--- src/hdl/trd_pkg.sv ---
// ----------------------------------------------------------------------------
// trd_pkg
// Shared constants, format codes and the pixel word type of the TGA RLE
// pixel decoder.
// ----------------------------------------------------------------------------
package trd_pkg;

   localparam int PALETTE_ENTRIES_DEF = 256;

   localparam int CSR_DATA_W = 25;
   localparam int PIXELS_W   = 25;

   localparam logic CSR_PIXEL_FORMAT = 1'b0;
   localparam logic CSR_IMAGE_PIXELS = 1'b1;

   localparam logic [2:0] FMT_INDEXED8 = 3'd0;
   localparam logic [2:0] FMT_RGB555   = 3'd1;
   localparam logic [2:0] FMT_BGR24    = 3'd2;
   localparam logic [2:0] FMT_BGRA32   = 3'd3;
   localparam logic [2:0] FMT_GRAY8    = 3'd4;
   localparam logic [2:0] FMT_GRAYA16  = 3'd5;

   localparam logic [7:0] HDR_REPEAT_BIT = 8'h80;
   localparam logic [7:0] HDR_COUNT_MASK = 8'h7f;

   typedef struct packed {
      logic [7:0] red;
      logic [7:0] green;
      logic [7:0] blue;
      logic [7:0] alpha;
      logic [7:0] count;
      logic       last;
      logic       use_pal;
      logic       pal_oor;
   } pix_type;

   function automatic logic [2:0] bytes_per_pixel(input logic [2:0] fmt);
      logic [2:0] bpp;
      case (fmt)
         FMT_INDEXED8: bpp = 3'd1;
         FMT_RGB555:   bpp = 3'd2;
         FMT_BGRA32:   bpp = 3'd4;
         FMT_GRAY8:    bpp = 3'd1;
         FMT_GRAYA16:  bpp = 3'd2;
         default:      bpp = 3'd3;
      endcase
      return bpp;
   endfunction

endpackage

--- src/hdl/trd_req_if.sv ---
// ----------------------------------------------------------------------------
// trd_req_if
// Request channel: stream bytes and palette entry writes.
// ----------------------------------------------------------------------------
interface trd_req_if;
   logic        valid;
   logic        ready;
   logic        cmd;
   logic [7:0]  data_byte;
   logic [7:0]  entry_index;
   logic [23:0] entry_color;

   modport source (output valid, cmd, data_byte, entry_index, entry_color,
                   input ready);
   modport sink   (input valid, cmd, data_byte, entry_index, entry_color,
                   output ready);
endinterface

--- src/hdl/trd_parse.sv ---
// ----------------------------------------------------------------------------
// trd_parse
// Packet parser: config registers, packet and pixel assembly state, run
// clipping against the image total, palette write and read requests.
// ----------------------------------------------------------------------------
module trd_parse #(
   parameter int PALETTE_ENTRIES = trd_pkg::PALETTE_ENTRIES_DEF,
   localparam int ADDR_W = (PALETTE_ENTRIES > 1) ? $clog2(PALETTE_ENTRIES) : 1
) (
   input  logic                        clock,
   input  logic                        reset,
   input  logic                        csr_wr_en,
   input  logic                        csr_index,
   input  logic [trd_pkg::CSR_DATA_W-1:0] csr_wr_data,
   trd_req_if.sink                     req_chan,
   input  logic                        space_ok,
   output logic                        pix_valid,
   output trd_pkg::pix_type            pix,
   output logic                        pal_wr_en,
   output logic [ADDR_W-1:0]           pal_wr_addr,
   output logic [23:0]                 pal_wr_data,
   output logic                        pal_rd_en,
   output logic [ADDR_W-1:0]           pal_rd_addr
);
   import trd_pkg::*;

   localparam logic [8:0] ENTRIES_W = 9'(PALETTE_ENTRIES);

   logic [2:0]          pixel_format_ff, pixel_format_in;
   logic [PIXELS_W-1:0] image_pixels_ff, image_pixels_in;

   logic                awaiting_header_ff, awaiting_header_in;
   logic                repeat_packet_ff, repeat_packet_in;
   logic [7:0]          packet_left_ff, packet_left_in;
   logic [1:0]          byte_phase_ff, byte_phase_in;
   logic [23:0]         partial_pixel_ff, partial_pixel_in;
   logic [PIXELS_W-1:0] pixels_done_ff, pixels_done_in;

   logic                accept, stream_acc;
   logic [PIXELS_W-1:0] total, remain;
   logic [2:0]          bpp, phase_next;
   logic [7:0]          b, b0, b1, b2, n, left_new;
   logic [15:0]         c555;

   assign req_chan.ready = space_ok;
   assign accept     = req_chan.valid & space_ok;
   assign stream_acc = accept & ~req_chan.cmd;
   assign b          = req_chan.data_byte;

   assign pal_wr_en   = accept & req_chan.cmd & ({1'b0, req_chan.entry_index} < ENTRIES_W);
   assign pal_wr_addr = req_chan.entry_index[ADDR_W-1:0];
   assign pal_wr_data = req_chan.entry_color;
   assign pal_rd_en   = pix_valid & pix.use_pal;
   assign pal_rd_addr = b[ADDR_W-1:0];

   assign total      = (image_pixels_ff == '0) ? PIXELS_W'(1) : image_pixels_ff;
   assign remain     = total - pixels_done_ff;
   assign bpp        = bytes_per_pixel(pixel_format_ff);
   assign phase_next = {1'b0, byte_phase_ff} + 3'd1;
   assign b0         = partial_pixel_ff[7:0];
   assign b1         = partial_pixel_ff[15:8];
   assign b2         = partial_pixel_ff[23:16];
   assign c555       = {b, b0};

   always_comb begin
      pixel_format_in = pixel_format_ff;
      image_pixels_in = image_pixels_ff;
      if (csr_wr_en) begin
         case (csr_index)
            CSR_PIXEL_FORMAT: pixel_format_in = csr_wr_data[2:0];
            CSR_IMAGE_PIXELS: image_pixels_in = csr_wr_data[PIXELS_W-1:0];
            default: ;
         endcase
      end
   end

   always_comb begin
      awaiting_header_in = awaiting_header_ff;
      repeat_packet_in   = repeat_packet_ff;
      packet_left_in     = packet_left_ff;
      byte_phase_in      = byte_phase_ff;
      partial_pixel_in   = partial_pixel_ff;
      pixels_done_in     = pixels_done_ff;
      pix_valid          = 1'b0;
      pix                = '0;
      n                  = 8'd0;
      left_new           = packet_left_ff;
      if (stream_acc) begin
         if (awaiting_header_ff) begin
            repeat_packet_in   = |(b & HDR_REPEAT_BIT);
            packet_left_in     = (b & HDR_COUNT_MASK) + 8'd1;
            byte_phase_in      = 2'd0;
            partial_pixel_in   = 24'd0;
            awaiting_header_in = 1'b0;
            if (pixels_done_ff >= total) begin
               pixels_done_in = '0;
            end
         end else if (phase_next < bpp) begin
            case (byte_phase_ff)
               2'd0:    partial_pixel_in = partial_pixel_ff | {16'd0, b};
               2'd1:    partial_pixel_in = partial_pixel_ff | {8'd0, b, 8'd0};
               2'd2:    partial_pixel_in = partial_pixel_ff | {b, 16'd0};
               default: partial_pixel_in = partial_pixel_ff;
            endcase
            byte_phase_in = byte_phase_ff + 2'd1;
         end else begin
            case (pixel_format_ff)
               FMT_INDEXED8: begin
                  pix.use_pal = 1'b1;
                  pix.pal_oor = ({1'b0, b} >= ENTRIES_W);
               end
               FMT_RGB555: begin
                  pix.red   = {c555[14:10], 3'd0};
                  pix.green = {c555[9:5], 3'd0};
                  pix.blue  = {c555[4:0], 3'd0};
               end
               FMT_BGRA32: begin
                  pix.blue  = b0;
                  pix.green = b1;
                  pix.red   = b2;
                  pix.alpha = b;
               end
               FMT_GRAY8: begin
                  pix.red = b;
               end
               FMT_GRAYA16: begin
                  pix.red   = b0;
                  pix.alpha = b;
               end
               default: begin
                  pix.blue  = b0;
                  pix.green = b1;
                  pix.red   = b;
               end
            endcase
            byte_phase_in    = 2'd0;
            partial_pixel_in = 24'd0;
            if (repeat_packet_ff) begin
               n        = packet_left_ff;
               left_new = 8'd0;
            end else begin
               n        = 8'd1;
               left_new = (packet_left_ff != 8'd0) ? packet_left_ff - 8'd1 : 8'd0;
            end
            packet_left_in = left_new;
            if (left_new == 8'd0) begin
               awaiting_header_in = 1'b1;
            end
            if (n != 8'd0 && pixels_done_ff < total) begin
               pix_valid = 1'b1;
               if (PIXELS_W'(n) >= remain) begin
                  pix.count      = remain[7:0];
                  pix.last       = 1'b1;
                  pixels_done_in = total;
               end else begin
                  pix.count      = n;
                  pix.last       = 1'b0;
                  pixels_done_in = pixels_done_ff + PIXELS_W'(n);
               end
            end
         end
      end
   end

   always_ff @(posedge clock) begin
      if (reset) begin
         pixel_format_ff    <= FMT_BGR24;
         image_pixels_ff    <= PIXELS_W'(1);
         awaiting_header_ff <= 1'b1;
         repeat_packet_ff   <= 1'b0;
         packet_left_ff     <= 8'd0;
         byte_phase_ff      <= 2'd0;
         partial_pixel_ff   <= 24'd0;
         pixels_done_ff     <= '0;
      end else begin
         pixel_format_ff    <= pixel_format_in;
         image_pixels_ff    <= image_pixels_in;
         awaiting_header_ff <= awaiting_header_in;
         repeat_packet_ff   <= repeat_packet_in;
         packet_left_ff     <= packet_left_in;
         byte_phase_ff      <= byte_phase_in;
         partial_pixel_ff   <= partial_pixel_in;
         pixels_done_ff     <= pixels_done_in;
      end
   end

`ifndef SYNTHESIS
   a_hdr_taken: assert property (@(posedge clock) disable iff (reset)
      stream_acc && awaiting_header_ff |=> !awaiting_header_ff)
      else $error("header byte did not open a packet");

   a_left_nonzero: assert property (@(posedge clock) disable iff (reset)
      !awaiting_header_ff |-> packet_left_ff != 8'd0)
      else $error("open packet with no pixels left");

   a_literal_count: assert property (@(posedge clock) disable iff (reset)
      pix_valid && !repeat_packet_ff |-> pix.count == 8'd1)
      else $error("literal pixel with count other than one");
`endif

endmodule

--- src/flat_wrapper.sv ---
// flat-port wrapper written by rule: the top's interface ports become plain ports
module trd_parse_flat import trd_pkg::*;
#(
   parameter int PALETTE_ENTRIES = trd_pkg::PALETTE_ENTRIES_DEF,
   localparam int ADDR_W = (PALETTE_ENTRIES > 1) ? $clog2(PALETTE_ENTRIES) : 1
)
  (clock, reset, csr_wr_en, csr_index, csr_wr_data, space_ok, pix_valid, pix, pal_wr_en, pal_wr_addr, pal_wr_data, pal_rd_en, pal_rd_addr, req_chan_valid, req_chan_cmd, req_chan_data_byte, req_chan_entry_index, req_chan_entry_color, req_chan_ready);
  trd_req_if req_chan_i ();
  input  logic clock;
  input  logic reset;
  input  logic csr_wr_en;
  input  logic csr_index;
  input  logic [trd_pkg::CSR_DATA_W-1:0] csr_wr_data;
  input  logic space_ok;
  output logic pix_valid;
  output trd_pkg::pix_type pix;
  output logic pal_wr_en;
  output logic [ADDR_W-1:0] pal_wr_addr;
  output logic [23:0] pal_wr_data;
  output logic pal_rd_en;
  output logic [ADDR_W-1:0] pal_rd_addr;
  input wire logic [$bits(req_chan_i.valid)-1:0] req_chan_valid;
  input wire logic [$bits(req_chan_i.cmd)-1:0] req_chan_cmd;
  input wire logic [$bits(req_chan_i.data_byte)-1:0] req_chan_data_byte;
  input wire logic [$bits(req_chan_i.entry_index)-1:0] req_chan_entry_index;
  input wire logic [$bits(req_chan_i.entry_color)-1:0] req_chan_entry_color;
  output wire logic [$bits(req_chan_i.ready)-1:0] req_chan_ready;
  assign req_chan_i.valid = req_chan_valid;
  assign req_chan_i.cmd = req_chan_cmd;
  assign req_chan_i.data_byte = req_chan_data_byte;
  assign req_chan_i.entry_index = req_chan_entry_index;
  assign req_chan_i.entry_color = req_chan_entry_color;
  assign req_chan_ready = req_chan_i.ready;
  trd_parse #(.PALETTE_ENTRIES(PALETTE_ENTRIES)) u_core (.clock(clock), .reset(reset), .csr_wr_en(csr_wr_en), .csr_index(csr_index), .csr_wr_data(csr_wr_data), .req_chan(req_chan_i), .space_ok(space_ok), .pix_valid(pix_valid), .pix(pix), .pal_wr_en(pal_wr_en), .pal_wr_addr(pal_wr_addr), .pal_wr_data(pal_wr_data), .pal_rd_en(pal_rd_en), .pal_rd_addr(pal_rd_addr));
endmodule
--- config.mk ---
export PLATFORM = sky130hd
export DESIGN_NAME = trd_parse_flat
export DESIGN_NICKNAME = d
export VERILOG_FILES = /design/src/hdl/trd_pkg.sv /design/src/hdl/trd_req_if.sv /design/src/hdl/trd_parse.sv /design/src/flat_wrapper.sv
export SDC_FILE = /design/constraint.sdc
export NUM_CORES = 1
export LEC_CHECK = 0
export BUFFER_PORTS_ARGS = -buffer_cell sky130_fd_sc_hd__buf_2
export CORE_MARGIN = 5
export CORE_UTILIZATION = 40
export CTS_CLUSTER_SIZE = 16
export DETAILED_ROUTE_END_ITERATION = 12
export GPL_TIMING_DRIVEN = 0
export SLEW_MARGIN = 20
export SYNTH_ARGS = -nofsm -noshare
export SYNTH_HDL_FRONTEND = slang
export SYNTH_SLANG_ARGS = --single-unit
--- constraint.sdc ---
create_clock -name clock -period 4 [get_ports clock]
set_input_delay 0 -clock clock [delete_from_list [all_inputs] [get_ports clock]]
set_output_delay 0 -clock clock [all_outputs]
set_load 0.02 [all_outputs]
== Word level (Yosys, flattened, before mapping) ==
Index checks and enable logic that the tools add are counted.
Storage, ports and cells
  register bits after elaboration: 89
  output and inout bits: 87
  logic and storage cells: 93
Operators by class
  $add $sub $neg: 6
  magnitude comparators: 4
  equal/unequal tests: 9
  muxes and demuxes: 39
  bitwise operators: 9
  reduce and logical (&&, ||, !) cells: 18
Operator list (number)
  two-way mux 25 bit: 6
  two-way mux 43 bit: 3
  two-way mux 8 bit: 12
  case mux 24 bit (3 select lines): 1
  two-way mux 24 bit: 2
  case mux 16 bit (2 select lines): 1
  case mux 8 bit (4 select lines): 1
  adder 25 x 8 -> 25 bit: 1
  >= comparator 25 bit: 1
  >= comparator 8 x 25 -> 1 bit: 1
  zero test 25 bit: 1
  < comparator 25 bit: 1
  subtractor 25 bit: 1
  OR 24 x 16 -> 24 bit: 1
  OR 24 bit: 1
  OR 24 x 8 -> 24 bit: 1
  two-way mux 9 bit: 2
  nonzero test 8 bit: 2
  AND reduction 2 bit: 5
  case mux 3 bit (3 select lines): 1
  adder 7 x 1 -> 8 bit, second input constant: 1
  zero test 8 bit: 1
  subtractor 8 x 1 -> 8 bit, second input constant: 1
  two-way mux 1 bit: 7
  other kinds (21): 30

== Logic depth before layout (Yosys ltp) ==
  depth after elaboration: 14
  depth in mapped cells: 22

== Worst setup path before layout ==
OpenSTA, ideal clock, no wires.
  path type: flip-flop to output port
  from: reg u_core.image_pixels_ff[2]
  to: out pix[4] in the netlist's numbering
  data arrival time: 4.188 ns
  data required time: 4.000 ns
  path slack: -0.188 ns
  stages on the path, launching flop included: 23
  buffers on the path: 2
  cell sequence: dfxtp_1 nor4_1 nand4_1 nor2_1 nor2_1 ha_1 nand2b_1 a211o_1 and2_1 nand2b_1 a21oi_1 xor2_1 ha_1 and3_1 a221oi_1 nor3_1 nand3_1 or4_1 nor4b_2 buf_4 buf_2 nand2_1 a21oi_1
RTL lines
  start, declared: RTL line trd_parse.sv:30  | logic [PIXELS_W-1:0] image_pixels_ff, image_pixels_in;
  start signal, assigned: RTL line trd_parse.sv:177  | image_pixels_ff <= image_pixels_in;
  end, declared: RTL line flat_wrapper.sv:16  | output trd_pkg::pix_type pix;

==> qor.yml <==
root_buffer: "clkbuf_16"
max_freq_mhz: 217.2
worst_pin_slew_ns: 0.8346
yosys_warnings: 0
synthesis.area_um2: 7488
drive_gt1_frac: 0.2601
initial_core_util: 0.4030
final-seq-area_um2: 1866
antenna_left: 0
die_x_um: 146.8
hpwlAfterDp_um: 18570
r2r_end: "u_core.pixels_done_ff[20]"
ys.flop_type: "dfxtp_1"
fin_skew_ns: 0.009287
fin_crit_sh: 1.151
cp.arrival_ns: 4.60
clock_sinks: 89
cts_buffers: 9
die_y_um: 146.8
fin_nets: 1353
powerDensity_nw_per_um2: 270.4
layout_commonest_cell: "buf_2"
gr-usage-all-layers: 0.2224
pin_count: 159
antenna_found_initial: 0
grt_pass1_wl_um: 39760
finalWorstSetupSlack_ns: -0.6049
yosys-top-cells-area: "dfxtp_1 (24%), ha_1 (8.4%), a21oi_1 (6.0%)"
vias: 7966
crit_type: "register to primary output"
ir_worst_vdd_uv: 189.3
gp_congestion: 0.8730
netlist.area_leader.share: 0.2379
synth.avg_cell_area_um2: 7.221
viasPerCell: 5.426
yosysSeqAreaShare: 0.2379
path_clk_slew_ns: 0.07
htree_levels: 3
ys_seq_elements: 89
avgRoutedWirePerCell_um: 16.88
maxCapViolCount: 0
routed_wl_um: 24790
drc: 0
cp-endpoint: "pix[4]"
fill_cells: 1818
tns_ns: -13.17
grt_overflow: 0
portBuffers: 119
clockBufferDepth: 2
ys_types: 73
rr_worst_depth: 23
cp.required_ns: 4.00
rr_startpoint: "u_core.image_pixels_ff[13]"
power.leakage_nw: 4.268
rsz0062_at_grt: "true"
hold_path_class: "input port to register"
synth_nets: 1161
grt_max_degree: 18
r2r_slack_ns: -0.55
synth_top_area_cell: "dfxtp_1"
final_max_slew_viol_count: 0
crit_start: "u_core.image_pixels_ff[13]"
synth_cells: 1037
synth_edf_count: 0
worstSetupEndpointType: "primary output"
final_cell_mix: "buf_2 (121), nand2_1 (117), nor2_1 (87), buf_4 (82), a21oi_1 (81)"
cts_tree: "done"
status: "complete, but fails checks"
ys_async_sr_fraction: 0
num_rows: 50
hold_viol_final: 0
multi_input_area_um2: 5107
final-setup-viol-count: 34
violations: "negative setup slack"
insertion_delay_ns: 0.35
first_pass_iters: 6
power_mw: 2.615
period_minus_slack_ns: 4.605
path_max_fanout: 4
grt_pass1_vias: 7667
coreArea_um2: 18580
die_area_um2: 21560
drt_iter0_markers: 499
slew_headroom: 0.4436
syn_to_final_growth_pct: 29.16
insertedDiodeCount: 0
cp-start-kind: "register"
## metal layers
layer / track usage / vias to the layer above / wire [um]
met5: 0 / - / 0
met1: 0.3137 / 3626 / 11670
met2: 0.3522 / 272 / 11070
met4: 0.06867 / 0 / 512
li1: - / 4037 / -
met3: 0.03085 / 31 / 1528
## metrics by stage
step / cells / hold WS [ns] / utilization / instance area (um^2) / worst slack, ns
after floorplan: 1037 / 0.1126 / - / 7527 / 0.01017
after global placement: 1390 / 0.2193 / 0.4529 / 8416 / -1.307
after detailed placement: 1390 / 0.2190 / 0.4529 / 8416 / -1.317
after CTS: 1468 / 0.04234 / 0.5191 / 9646 / -0.6306
after global routing: 1468 / 0.08128 / 0.5205 / 9672 / -0.7616
final: 1468 / 0.05209 / 0.5205 / 9672 / -0.6049
## report_power, final
group	switching [mW]	leakage, nW	total (mW)	internal [mW]
registers	0.0245	0.738	0.926	0.902
logic	0.439	3.38	0.791	0.353
clock network	0.400	0.153	0.897	0.497
total	0.863	4.27	2.61	1.75
## worst min-delay path by stage
stage                                             end                startpoint  cells past startpoint  slack, ns
final                     u_core.partial_pixel_ff[15]     req_chan_data_byte[7]                      3       0.05
after detailed placement               pal_wr_addr[6]   req_chan_entry_index[6]                      2       0.22
after floorplan                        pal_rd_addr[0]     req_chan_data_byte[0]                      1       0.11
after CTS                 u_core.partial_pixel_ff[15]     req_chan_data_byte[7]                      3       0.04
after global placement                pal_wr_data[23]  req_chan_entry_color[23]                      2       0.22
after global routing      u_core.partial_pixel_ff[15]     req_chan_data_byte[7]                      3       0.08
## critical path, cell delays in order (launching register included)
cell and delay [ns]:
dfxtp_2 0.36, nor3_1 0.06, nand3_1 0.10, nor2_2 0.05, nor2_2 0.21, ha_2 0.23
inv_1 0.06, fa_2 0.42, a21o_1 0.18, a21oi_2 0.14, xor2_1 0.09, ha_1 0.30
o211ai_1 0.10, o21ai_2 0.21, a221oi_4 0.11, nor3_2 0.14, nand3_1 0.11, or4_4 0.44
nor4b_4 0.33, buf_6 0.16, buf_8 0.11, nand2_4 0.05, a21oi_4 0.14, buf_6 0.14
## cells in the mapped netlist, drive strengths merged, types with 19 or more instances
master  instances
buf            59
clkbuf         72
a21oi          94
nor3           19
inv            44
and2           23
ha             50
dfxtp          89
nor2           91
nand2         118
o21ai          43
nand3          41
## timing repair
action,4_1_cts,5_1_grt
pin swaps,34,6
resized for setup,122,8
endpoints found under the setup margin,47,72
endpoints found under the hold margin,28,0
hold buffers,25,0
buffers inserted,39,1
## sequential cells by signal (all words and copies together), names as in the netlist
register                   count
u_core.awaiting_header_ff      1
u_core.byte_phase_ff           2
u_core.image_pixels_ff        25
u_core.packet_left_ff          8
u_core.partial_pixel_ff       24
u_core.pixel_format_ff         3
u_core.pixels_done_ff         25
u_core.repeat_packet_ff        1
## area by class of cell
class / count / share of cell area
well taps: 234 / 0.03027
multi-input cells: 773 / 0.5281
plain buffers: 129 / 0.07607
clock inverters: 7 / 0.008409
repair buffers: 183 / 0.1239
inverters: 44 / 0.01708
clock buffers: 9 / 0.02329
flip-flops and latches: 89 / 0.1929
## cell families (layout without fill, tap and decap cells)
logic type	Yosys count	after routing	synth area share
AOI/OAI and AO/OA	279	279	0.2486
xor gates and xnor gates	25	25	0.02924
adders and majority gates	52	52	0.08889
buffers and inverters	175	372	0.1128
DFF	89	89	0.2379
muxes	15	15	0.02022
other	1	1	0.0005008
and+or+nand+nor	401	401	0.2618
No activity file was read; power rests on OpenSTA's default activity.
