==> config.mk <==
export PLATFORM = sky130hd
export DESIGN_NAME = trd_out_flat
export DESIGN_NICKNAME = d
export VERILOG_FILES = /design/src/hdl/trd_pkg.sv /design/src/hdl/trd_rsp_if.sv /design/src/hdl/trd_out.sv /design/src/flat_wrapper.sv
export SDC_FILE = /design/constraint.sdc
export NUM_CORES = 1
export LEC_CHECK = 0
export BUFFER_PORTS_ARGS = -buffer_cell sky130_fd_sc_hd__buf_2
export CORE_ASPECT_RATIO = 1.2
export CORE_MARGIN = 5
export CORE_UTILIZATION = 25
export CTS_BUF_LIST = sky130_fd_sc_hd__clkbuf_2 sky130_fd_sc_hd__clkbuf_4 sky130_fd_sc_hd__clkbuf_8
export CTS_CLUSTER_SIZE = 12
export DETAILED_ROUTE_END_ITERATION = 10
export GPL_TIMING_DRIVEN = 1
export SKIP_LAST_GASP = 1
export SYNTH_ARGS = -nofsm -noshare
export SYNTH_HDL_FRONTEND = slang
export SYNTH_SLANG_ARGS = --single-unit
==> constraint.sdc <==
create_clock -name clock -period 1.3 [get_ports clock]
set_input_delay 0.13 -clock clock [delete_from_list [all_inputs] [get_ports clock]]
set_output_delay 0.13 -clock clock [all_outputs]
set_load 0.05 [all_outputs]
==> src/hdl/trd_pkg.sv <==
// ----------------------------------------------------------------------------
// trd_pkg
// Shared constants, format codes and the pixel word type of the TGA RLE
// pixel decoder.
// ----------------------------------------------------------------------------
package trd_pkg;

   localparam int PALETTE_ENTRIES_DEF = 256;

   localparam int CSR_DATA_W = 25;
   localparam int PIXELS_W   = 25;

   localparam logic CSR_PIXEL_FORMAT = 1'b0;
   localparam logic CSR_IMAGE_PIXELS = 1'b1;

   localparam logic [2:0] FMT_INDEXED8 = 3'd0;
   localparam logic [2:0] FMT_RGB555   = 3'd1;
   localparam logic [2:0] FMT_BGR24    = 3'd2;
   localparam logic [2:0] FMT_BGRA32   = 3'd3;
   localparam logic [2:0] FMT_GRAY8    = 3'd4;
   localparam logic [2:0] FMT_GRAYA16  = 3'd5;

   localparam logic [7:0] HDR_REPEAT_BIT = 8'h80;
   localparam logic [7:0] HDR_COUNT_MASK = 8'h7f;

   typedef struct packed {
      logic [7:0] red;
      logic [7:0] green;
      logic [7:0] blue;
      logic [7:0] alpha;
      logic [7:0] count;
      logic       last;
      logic       use_pal;
      logic       pal_oor;
   } pix_type;

   function automatic logic [2:0] bytes_per_pixel(input logic [2:0] fmt);
      logic [2:0] bpp;
      case (fmt)
         FMT_INDEXED8: bpp = 3'd1;
         FMT_RGB555:   bpp = 3'd2;
         FMT_BGRA32:   bpp = 3'd4;
         FMT_GRAY8:    bpp = 3'd1;
         FMT_GRAYA16:  bpp = 3'd2;
         default:      bpp = 3'd3;
      endcase
      return bpp;
   endfunction

endpackage

==> src/hdl/trd_rsp_if.sv <==
// ----------------------------------------------------------------------------
// trd_rsp_if
// Response channel: decoded pixels with repeat count and last flag.
// ----------------------------------------------------------------------------
interface trd_rsp_if;
   logic       valid;
   logic       ready;
   logic [7:0] red;
   logic [7:0] green;
   logic [7:0] blue;
   logic [7:0] alpha;
   logic [7:0] repeat_res;
   logic       last;

   modport source (output valid, red, green, blue, alpha, repeat_res, last,
                   input ready);
   modport sink   (input valid, red, green, blue, alpha, repeat_res, last,
                   output ready);
endinterface

==> src/hdl/trd_out.sv <==
// ----------------------------------------------------------------------------
// trd_out
// Result register: holds one decoded pixel, merges palette read data for
// indexed pixels and drives the response channel.
// ----------------------------------------------------------------------------
module trd_out (
   input  logic             clock,
   input  logic             reset,
   input  logic             pix_valid,
   input  trd_pkg::pix_type pix,
   input  logic [23:0]      pal_rd_data,
   output logic             space_ok,
   trd_rsp_if.source        rsp_chan
);
   import trd_pkg::*;

   logic    s1_valid_ff, s1_valid_in;
   pix_type s1_ff;

   assign space_ok = ~s1_valid_ff | rsp_chan.ready;

   always_comb begin
      if (pix_valid) begin
         s1_valid_in = 1'b1;
      end else if (rsp_chan.ready) begin
         s1_valid_in = 1'b0;
      end else begin
         s1_valid_in = s1_valid_ff;
      end
   end

   always_ff @(posedge clock) begin
      if (reset) begin
         s1_valid_ff <= 1'b0;
      end else begin
         s1_valid_ff <= s1_valid_in;
      end
   end

   always_ff @(posedge clock) begin
      if (pix_valid) begin
         s1_ff <= pix;
      end
   end

   always_comb begin
      rsp_chan.valid      = s1_valid_ff;
      rsp_chan.alpha      = s1_ff.alpha;
      rsp_chan.repeat_res = s1_ff.count;
      rsp_chan.last       = s1_ff.last;
      if (s1_ff.use_pal) begin
         if (s1_ff.pal_oor) begin
            rsp_chan.red   = 8'd0;
            rsp_chan.green = 8'd0;
            rsp_chan.blue  = 8'd0;
         end else begin
            rsp_chan.red   = pal_rd_data[23:16];
            rsp_chan.green = pal_rd_data[15:8];
            rsp_chan.blue  = pal_rd_data[7:0];
         end
      end else begin
         rsp_chan.red   = s1_ff.red;
         rsp_chan.green = s1_ff.green;
         rsp_chan.blue  = s1_ff.blue;
      end
   end

`ifndef SYNTHESIS
   a_no_overrun: assert property (@(posedge clock) disable iff (reset)
      pix_valid |-> space_ok)
      else $error("pixel produced while result register full");

   a_pal_hold: assert property (@(posedge clock) disable iff (reset)
      s1_valid_ff && s1_ff.use_pal && !rsp_chan.ready |=> $stable(pal_rd_data))
      else $error("palette data changed under a stalled result");
`endif

endmodule

==> src/flat_wrapper.sv <==
// flat-port wrapper written by rule: the top's interface ports become plain ports
module trd_out_flat import trd_pkg::*;
  (clock, reset, pix_valid, pix, pal_rd_data, space_ok, rsp_chan_valid, rsp_chan_red, rsp_chan_green, rsp_chan_blue, rsp_chan_alpha, rsp_chan_repeat_res, rsp_chan_last, rsp_chan_ready);
  trd_rsp_if rsp_chan_i ();
  input  logic clock;
  input  logic reset;
  input  logic pix_valid;
  input  trd_pkg::pix_type pix;
  input  logic [23:0] pal_rd_data;
  output logic space_ok;
  output wire logic [$bits(rsp_chan_i.valid)-1:0] rsp_chan_valid;
  output wire logic [$bits(rsp_chan_i.red)-1:0] rsp_chan_red;
  output wire logic [$bits(rsp_chan_i.green)-1:0] rsp_chan_green;
  output wire logic [$bits(rsp_chan_i.blue)-1:0] rsp_chan_blue;
  output wire logic [$bits(rsp_chan_i.alpha)-1:0] rsp_chan_alpha;
  output wire logic [$bits(rsp_chan_i.repeat_res)-1:0] rsp_chan_repeat_res;
  output wire logic [$bits(rsp_chan_i.last)-1:0] rsp_chan_last;
  input wire logic [$bits(rsp_chan_i.ready)-1:0] rsp_chan_ready;
  assign rsp_chan_valid = rsp_chan_i.valid;
  assign rsp_chan_red = rsp_chan_i.red;
  assign rsp_chan_green = rsp_chan_i.green;
  assign rsp_chan_blue = rsp_chan_i.blue;
  assign rsp_chan_alpha = rsp_chan_i.alpha;
  assign rsp_chan_repeat_res = rsp_chan_i.repeat_res;
  assign rsp_chan_last = rsp_chan_i.last;
  assign rsp_chan_i.ready = rsp_chan_ready;
  trd_out u_core (.clock(clock), .reset(reset), .pix_valid(pix_valid), .pix(pix), .pal_rd_data(pal_rd_data), .space_ok(space_ok), .rsp_chan(rsp_chan_i));
endmodule
## Word level (Yosys, flattened, before mapping)

Cells that the tools add are included.

| word-level totals | value |
|---|---|
| bits in registers | 44 |
| bits in latches | 0 |
| memory bits (writable) | 0 |
| memory bits (read-only) | 0 |
| input bits | 71 |
| output and inout port bits | 43 |
| logic and storage cells | 20 |
| memories kept | 0 |

| operators by class | value |
|---|---|
| add/subtract/negate cells | 0 |
| multiply operators | 0 |
| div/mod/pow operators | 0 |
| $lt $le $gt $ge | 0 |
| eq/ne operators | 0 |
| shift-type cells | 0 |
| multiplexer cells | 8 |
| bitwise logic cells | 2 |
| reduce and logical (&&, ||, !) cells | 1 |

Operators by type and width:

| cell | count |
|---|---|
| $mux 8 | 6 |
| $mux 1 | 2 |
| $reduce_bool 2->1 | 1 |
| $not 1->1 | 1 |
| $or 1x1->1 | 1 |

## Longest topological paths before layout

Gate-level depths: netlist of the first run.

| logic depth | value |
|---|---|
| depth after elaboration | 2 |
| depth in mapped cells | 3 |
| gate-level depth less buffers | 2 |

## Least setup slack after synthesis of the first run

OpenSTA, ideal clock, no wires.

| path | value |
|---|---|
| path type | flip-flop to flip-flop |
| start point | reg, netlist name u_core.rsp_chan.valid |
| end point | reg u_core.s1_valid_ff (netlist: u_core.rsp_chan.valid) |
| library setup time | 0.076 ns |
| data arrival time | 1.276 ns |
| required time | 1.224 ns |
| path slack | -0.053 ns |
| cell stages (with the launch flop) | 3 |
| path buffers | 0 |
| clock period less this slack | 1.353 ns |
| path through | dfxtp_1 > nand2b_1 > a21oi_1 |

RTL lines:

| what | line | RTL |
|---|---|---|
| end signal: assignment | trd_out.sv:36 | `s1_valid_ff <= s1_valid_in;` |
| end: declaration | trd_out.sv:17 | `logic s1_valid_ff, s1_valid_in;` |

## Worst setup path in the final report of the first run

| path | value |
|---|---|
| start point | reg u_core.s1_ff[1] in the netlist's numbering |
| end point | out rsp_chan_green[5] |

| on the way | value |
|---|---|
| word-level cells in the longest chain between the ends | 1 |

Ends and longest elaborated chain:

| what | line | RTL |
|---|---|---|
| start: declaration | trd_out.sv:18 | `pix_type s1_ff;` |
| start signal: assignment | trd_out.sv:42 | `s1_ff <= pix;` |
| $mux 8 | trd_out.sv:51 | `if (s1_ff.use_pal) begin` |
| end: declaration | flat_wrapper.sv:13 | `output wire logic [$bits(rsp_chan_i.green)-1:0] rsp_chan_green;` |

Every way passes these cells.

==> flow_results.org, run 1 <==
** Status
- Run status :: complete, but fails checks
- Violated checks :: negative setup slack

** Detailed routing
- Number of nets still failing antenna checks after routing :: 0
- Number of vias in the routed layout :: around 1300
- Overall routed net length :: 4810 um
- Routed WL per cell :: ~16 um
- The first TritonRoute pass finished after 2 iterations.
- After detailed routing, the number of vias per cell comes to just over 4.
- For this block, the initial DRC count from the detailed router was 34.
- For this run, design rule violations remaining after detail routing come to 0.

** Global route
- Global routing finished with a remaining overflow of 0.
- Maximum number of pins on one net before global-route repair :: between 40 and 50
- The number of antenna violations at the first check in global routing came to 1.
- Via count of the first global-routing pass :: 1309
- The first global-routing pass estimated between 6000 and 7000 um of wire.
- Total Routing Usage GR :: between 10% and 20%

** Finish
- Area used by multi-input combinational logic :: between 200 and 300 um2
- Fraction of layout instances using a drive strength above 1 :: 66.7%
- Area of all placed cells without fillers :: 2860 um2
- Number of inserted diodes :: 0
- Relative to the synthesized area, the layout overhead comes to 63.7%.
- Counting the fill cells in the layout gives between 600 and 700.
- Post-layout nets :: 293
- Register cell area after layout :: about 1300 um2

** Pwr
- Peak VDD IR :: about 0.57 mV
- For this design the ratio of total power to cell area is approximately 1300 nW/um2.
- For this design the static power due to leakage is 1.24 nW.

** Floorplan
- The die is 102 um tall.
- Total die area :: around 8800 um2
- Initial standard-cell utilization of the core :: 25.6%
- The floorplan has 33 rows.
- Core area :: 6810 um2
- Width of the die :: between 80 and 90 um
- For this design the top-level I/O count stands at 114.

** Worst setup path
- Critical path endpoint category :: output pin
- Data on the critical path is required at its endpoint by between 1 and 1.5 ns.
- Capture point of the critical path :: rsp_chan_green[5]
- In this run the critical register-to-register path is captured at u_core.rsp_chan.valid.
- Top fanout value on the critical path :: 9
- STA puts the critical path data arrival time at 1.40 ns.
- The startpoint identified for the worst register-to-register timing path is u_core.rsp_chan.valid.
- Kind of launch point of the worst setup path :: register
- The setup check on the worst reg-to-reg path leaves a slack of just under 0.7 ns.
- The most critical setup path has its startpoint at u_core.s1_ff[1].
- Counting cells, the worst reg-to-reg path comes to 2.
- Critical path class :: reg2out

** Clock network
- Clock insertion delay at the later pin of the skew report :: approximately 0.28 ns
- TritonCTS built the clock tree.
- Buffer levels on the longest clock path :: 2
- After clock tree synthesis, the clock-pin slew on the worst setup and hold paths is around 0.080 ns.
- CTS placed an instance of clkbuf_8 at the clock tree root.
- Clock sink count :: 44
- Number of H-tree levels :: 2
- Inserted Clock Buffers :: 5

** STA
- Setup violations remaining at the end of the flow were counted as 24.
- For the final routed database, the setup TNS stands at -5.01 ns.
- Measured against its own limit, the worst slew margin works out to 82.1%.
- The number of max-slew violations in the final report is 0.
- The hold violation total from the final report came to 0.
- Clock period minus worst slack :: ~1.5 ns
- At the pin with the least slew margin, the transition time is between 0.2 and 0.3 ns.
- Worst setup slack after layout :: -0.229 ns
- After layout, the worst path uses 118% of the clock period.
- Final hold slack :: around 0.014 ns
- Static timing analysis puts the maximum clock frequency at between 600 and 700 MHz.
- RSZ-0062 raised after global routing :: yes
- Final worst clock skew :: 0 ns

** Logic synthesis
- Most common cell in the netlist :: edfxtp_1
- Mean area per synthesized cell :: 18.6 um2
- Library cell with the largest summed area after synthesis :: edfxtp_1
- Synthesis warning total :: 0
- Cell types with the highest counts after synthesis :: 43 x edfxtp_1, 18 x a22o_2, 16 x buf_4
- The cell area that synthesis handed to floorplanning was approximately 1700 um2.
- Counting flops with an async set or reset pin after synthesis yields a share of 0%.
- The synthesized netlist devotes under 10% of its cell area to simple gates.
- Synth Flop Type :: edfxtp_1
- After synthesis, the largest family of logic cells by area is compound AO/OA/AOI/OAI gates.
- Summing the areas of all xor and xnor instances in the mapped netlist gives 0% of the synthesized area.
- Seq/Total Area, Yosys :: 75.1%
- Synth Area in Adders :: 0%
- Number of synthesized flops with an enable pin :: between 40 and 50
- Post-Synthesis Cells :: 94
- Register bit count reported by yosys :: 44
- Area share of the largest cell type after synthesis :: ~74%
- Area fraction in compound gates after synthesis :: roughly 14%
- By area the synthesized netlist is led by edfxtp_1 74%, a22o_2 10%, buf_4 6.9%, buf_6 2.6%, a22o_1 2.5%.
- Fraction of synthesized area in multiplexers :: 0%
- Net Count, Synth :: approximately 170
- The synthesized netlist contains 13 unique library cells.

** Place
- Setup slack at placement :: approximately 0.026 ns
- At the end of routability-driven placement, the weighted congestion stood at 0.669.
- Post-Place Cell Area :: 2350 um2
- Input and output buffers added on the ports amount to roughly 110.

** Job
- The tool flagged a number of max-cap violations equal to 0.

** Hold path
- The min-delay analysis places its worst path in the category in2reg.
## logic make-up (layout without fill, tap and decap cells)
group,count (synthesis),in the layout
buffers and inverters,22,150
and+or+nand+nor,3,3
AOI/OAI and AO/OA,25,25
DFF,44,44
## flip-flops by register name, summed over array words and instances, names as in the netlist
name and flops:
u_core.s1_ff 26, u_core.rsp_chan.last 1, u_core.rsp_chan.valid 1, u_core.rsp_chan.alpha 8
u_core.rsp_chan.repeat_res 8
## metal layers
metal	part of all wire, %	GRT usage, %	vias up
met2	55	17.9	65
li1	-	-	607
met1	35	10.9	597
met3	8.2	3.50	7
met5	0.42	0	-
met4	1.0	3.96	2
## where the power goes
group | total [mW] | leakage, nW | switching (mW) | internal (mW)
sequential | 1.71 | 0.429 | 0.0360 | 1.68
combinational | 1.10 | 0.774 | 0.659 | 0.439
clock | 0.788 | 0.0391 | 0.433 | 0.355
total | 3.60 | 1.24 | 1.13 | 2.47
## through the flow
stage	power (mW)	utilization [%]	std cells
6_report	3.60	41.9	309
5_1_grt	3.77	41.9	309
4_1_cts	3.62	39.9	298
3_5_place_dp	2.64	34.5	279
3_3_place_gp	2.63	34.5	279
2_1_floorplan	2.40	-	94
## critical path, cell delays in order, from the launching register on
cell and delay [ns]:
edfxtp_1 0.42, nor2b_4 0.17, buf_12 0.14, a22o_2 0.22, buf_6 0.15
## cell usage in the layout (no fill, tap or decap)
cell type      Yosys  final
a21oi_1            1      1
a22o_1             5      5
a22o_2            18     16
a22o_4             0      2
buf_12             0      4
buf_2              0     89
buf_4             16      2
buf_6              4     23
buf_8              0      2
clkbuf_16          0      1
clkbuf_8           0      5
clkinv_1           0      2
dfxtp_1            1      1
dlygate4sd3_1      0     20
edfxtp_1          43     43
inv_1              1      1
inv_2              1      1
nand2_1            1      1
nand2b_2           0      1
nor2b_4            1      1
o2bb2ai_4          0      1
## layout make-up
| type | instances | share of cell area [%] |
|---|---|---|
| flip-flops and latches | 44 | 45.9 |
| repair buffers | 141 | 36.9 |
| multi-input cells | 28 | 10.4 |
| well taps | 87 | 3.81 |
| clock buffers | 5 | 2.41 |
| clock inverters | 2 | 0.263 |
| inverters | 2 | 0.263 |
## repair_timing
action                     4_1_cts  5_1_grt
setup endpoints to repair       24       24
hold buffers                    12        8
resized for setup               52        1
setup buffers                    0        1
cloned                           0        2
hold endpoints to repair        12        8
pin swaps                        0        1
## how the worst min path moves through the flow
| stage | slack [ns] | end | depth (start not counted) | startpoint |
|---|---|---|---|---|
| finish | 0.01 | u_core.s1_ff[1] | 1 | pix[1] |
| CTS | 0.00007 | u_core.s1_ff[28] | 1 | pix[28] |
| global route | 0.0005 | u_core.s1_ff[1] | 1 | pix[1] |
| floorplan | 0.20 | u_core.rsp_chan.valid | 1 | reset |
| global placement | 0.28 | u_core.rsp_chan.valid | 2 | reset |
| detailed placement | 0.29 | u_core.rsp_chan.valid | 2 | reset |
Power figures use the tool's default switching activity.
==> run 2: changes to the inputs <==
Settings changed: CORE_MARGIN 5 to not set.
==> flow_results.org, run 2 (same netlist as run 1, synthesis figures left out) <==
** STA
- Worst setup slack after layout :: -0.233 ns (-0.00418 ns)
- The relative slew slack was 82.4% (+0.29 points).
- The number of max-slew violations in the final report was 0 (unchanged).
- The total of endpoints with negative setup slack in the final report came to 24 (unchanged).
- The maximum achievable frequency is 652 MHz (-0.27%).
- The final hold slack came to 0.0121 ns (-0.00181 ns).
- Slew @ Worst Pin :: 0.266 ns (-0.00436 ns)
- The worst clock skew was 0 ns (unchanged).
- Setup repair after global routing could not meet its margin everywhere.
- The fraction of the cycle the final worst path needs is 118% (+0.32 points).
- Clock period minus worst slack :: 1.53 ns (+0.00418 ns)
- Final sum of negative setup slack :: -5.06 ns (-0.0486 ns)
- Number of hold-slack violations in the final timing report :: 0 (unchanged)

** Floorplan
- Number of top-level pins :: 114 (unchanged)
- The core outline area was 6770 um2 (-0.61%).
- The initial core utilization is 25.8% (+0.16 points).
- The die extent in y came to 93.5 um (-7.9%).
- Total die area :: 7320 um2 (-16%)
- The chip width was 78.3 um (-9.3%).
- The cell row count was 33 (unchanged).

** Detailed routing
- Routed WL per cell :: 12.9 um (-17%)
- Number of nets still failing antenna checks after routing :: 0 (unchanged)
- Number of vias in the routed layout :: 1315 (+2.9%)
- The post-detailed-routing wire length came to 4140 um (-14%).
- The routed metal-1 wirelength was 1590 um (-6.9%).
- The number of optimization iterations in the first detailed-route pass was 5 (+3).
- Length of routed met3 wiring :: 247 um (-37%)
- The number of DRC violations after detailed routing is 0 (unchanged).
- Amount of wire on met2 after detailed routing :: 2240 um (-15%)
- Detailed router's first-iteration violation count :: 30 (-12%)
- Top Layer Used :: met4
- The per-cell via count in the routed design was 4.11 (-0.64%).

** Clock network
- The deepest clock path buffer count came to 2 (unchanged).
- Number of H-tree levels :: 2 (unchanged)
- The clock transition at the registers of the reported paths was 0.08 ns (about the same).
- Clock sink count :: 44 (unchanged)
- The clock latency at the later pin of the worst-skew pair came to 0.29 ns (about the same).
- TritonCTS built the clock tree.
- The number of clock buffers inserted by TritonCTS is 5 (unchanged).
- Clock tree root driver cell :: clkbuf_8

** Finish
- Number of inserted diodes :: 0 (unchanged)
- Leading cell type in the layout, fill and taps excluded :: buf_2
- The proportion of layout cells with a drive suffix above 1 was 64.4% (-2.3 points).
- Post-layout nets :: 303 (+3.4%)
- Flip-flop count of the largest register, all copies and words added :: 26 (unchanged)
- Biggest register :: u_core.s1_ff
- The cell area after layout is 2930 um2 (+2.7%).
- Highest-count cells in the layout ignoring fill and taps :: 89 x buf_2, 43 x edfxtp_1, 31 x dlygate4sd3_1
- From synthesis to final layout, the design area changed by 68.1%.

** Worst setup path
- Kind of launch point of the worst setup path :: register
- The required time at the worst-slack endpoint is 1.17 ns (about the same).
- Critical path endpoint category :: output pin
- Critical path class :: reg2out
- Traced cell by cell, the critical path runs through nor2b_4 > buf_12 > a22o_4 > buf_8.
- The worst endpoint data arrival time came to 1.40 ns (about the same).
- Cell type of the slowest stage on the worst timing path :: edfxtp_1
- Top fanout value on the critical path :: 14 (+5)
- The maximum single-stage delay on the critical path is 0.43 ns (about the same).

** Status
- The checks that failed: negative setup slack.
- Run status :: complete, but fails checks

** Global route
- The final global-route overflow total came to 0 (unchanged).
- The global-route usage over all layers came to 10.7% (+0.63 points).
- Global-route wire length before repair :: 5880 um (-13%)
- Via count of the first global-routing pass :: 1244 (-5.0%)
- Antenna violations before repair :: 0 (-1)
- Maximum number of pins on one net before global-route repair :: 29 (-36%)

** Pwr
- The leakage power summed over all cells was 1.27 nW (+2.2%).
- Peak VDD IR :: 0.527 mV (-7.0%)
- Cell area power density :: 1250 nW/um2 (-1.1%)
- The post-route total power was 3.66 mW (+1.6%).

** Place
- Count of buffers inserted at the top-level ports :: 113 (unchanged)
- Detailed placement finished with a half-perimeter wire length of around 3000 um.
- Final weighted congestion of routability-driven global placement :: 0.677 (+1.2%)
- Post-Place Cell Area :: 2360 um2 (+0.32%)
- Setup slack at placement :: -0.00170 ns (-0.0279 ns)

** Hold path
- The min-delay analysis places its worst path in the category in2reg.

** Job
- The count of maximum capacitance violations was 0 (unchanged).
[run 2: cell types whose count changed in the layout (fill, tap and decap cells not counted), sizes merged]
| cell | delta |
|---|---|
| clkinv | -1 |
| clkbuf | -1 |
| dlygate4sd3 | +11 |
| clkinvlp | +2 |
[run 2: worst paths after layout]
check	from	to	slack, ns	depth (start not counted)
min	pix[17]	u_core.rsp_chan.alpha[6]	0.01	1
max	u_core.s1_ff[1]	rsp_chan_blue[7]	-0.23	4
max reg2reg	u_core.rsp_chan.valid	u_core.rsp_chan.valid	0.70	2
min reg2reg	u_core.rsp_chan.valid	u_core.rsp_chan.valid	0.49	2
[run 2: layout make-up]
type	instances	area (um2)
clock buffer	5	68.8
clock inverter	3	23.8
fill	611	3840
inverter	2	7.51
multi-input combinational	28	278
sequential	44	1310
tap	87	109
timing repair buffer	151	1140
[run 2: timing repair]
action / 4_1_cts / 5_1_grt
hold endpoints to repair: 22 / 9
gates resized for setup: 51 / 0
hold buffers: 22 / 9
endpoints found under the setup margin: 24 / 24
buffers inserted: 0 / 1
[run 2: per-layer routing]
| layer | global-route usage, % | vias up |
|---|---|---|
| met5 | 0 | - |
| met4 | 4.63 | 0 |
| met3 | 2.54 | 6 |
| met2 | 19.9 | 65 |
| met1 | 11.4 | 614 |
| li1 | - | 630 |
[run 2: per-stage QoR]
stage | instances | utilization, %
finish | 320 | 43.3
global route | 320 | 43.3
CTS | 310 | 41.9
detailed placement | 280 | 34.8
global placement | 280 | 34.8
floorplan | 94 | -
[run 2: critical path: cells and delay by family (launching register included)]
family | cells | cell delay (ns)
and+or+nand+nor | 1 | 0.17
buffers and inverters | 2 | 0.29
AOI/OAI and AO/OA | 1 | 0.22
DFF | 1 | 0.43
[run 2: where the power goes]
part	internal [mW]	switching, mW
logic	0.441	0.646
clock network	0.380	0.477
registers	1.68	0.0368
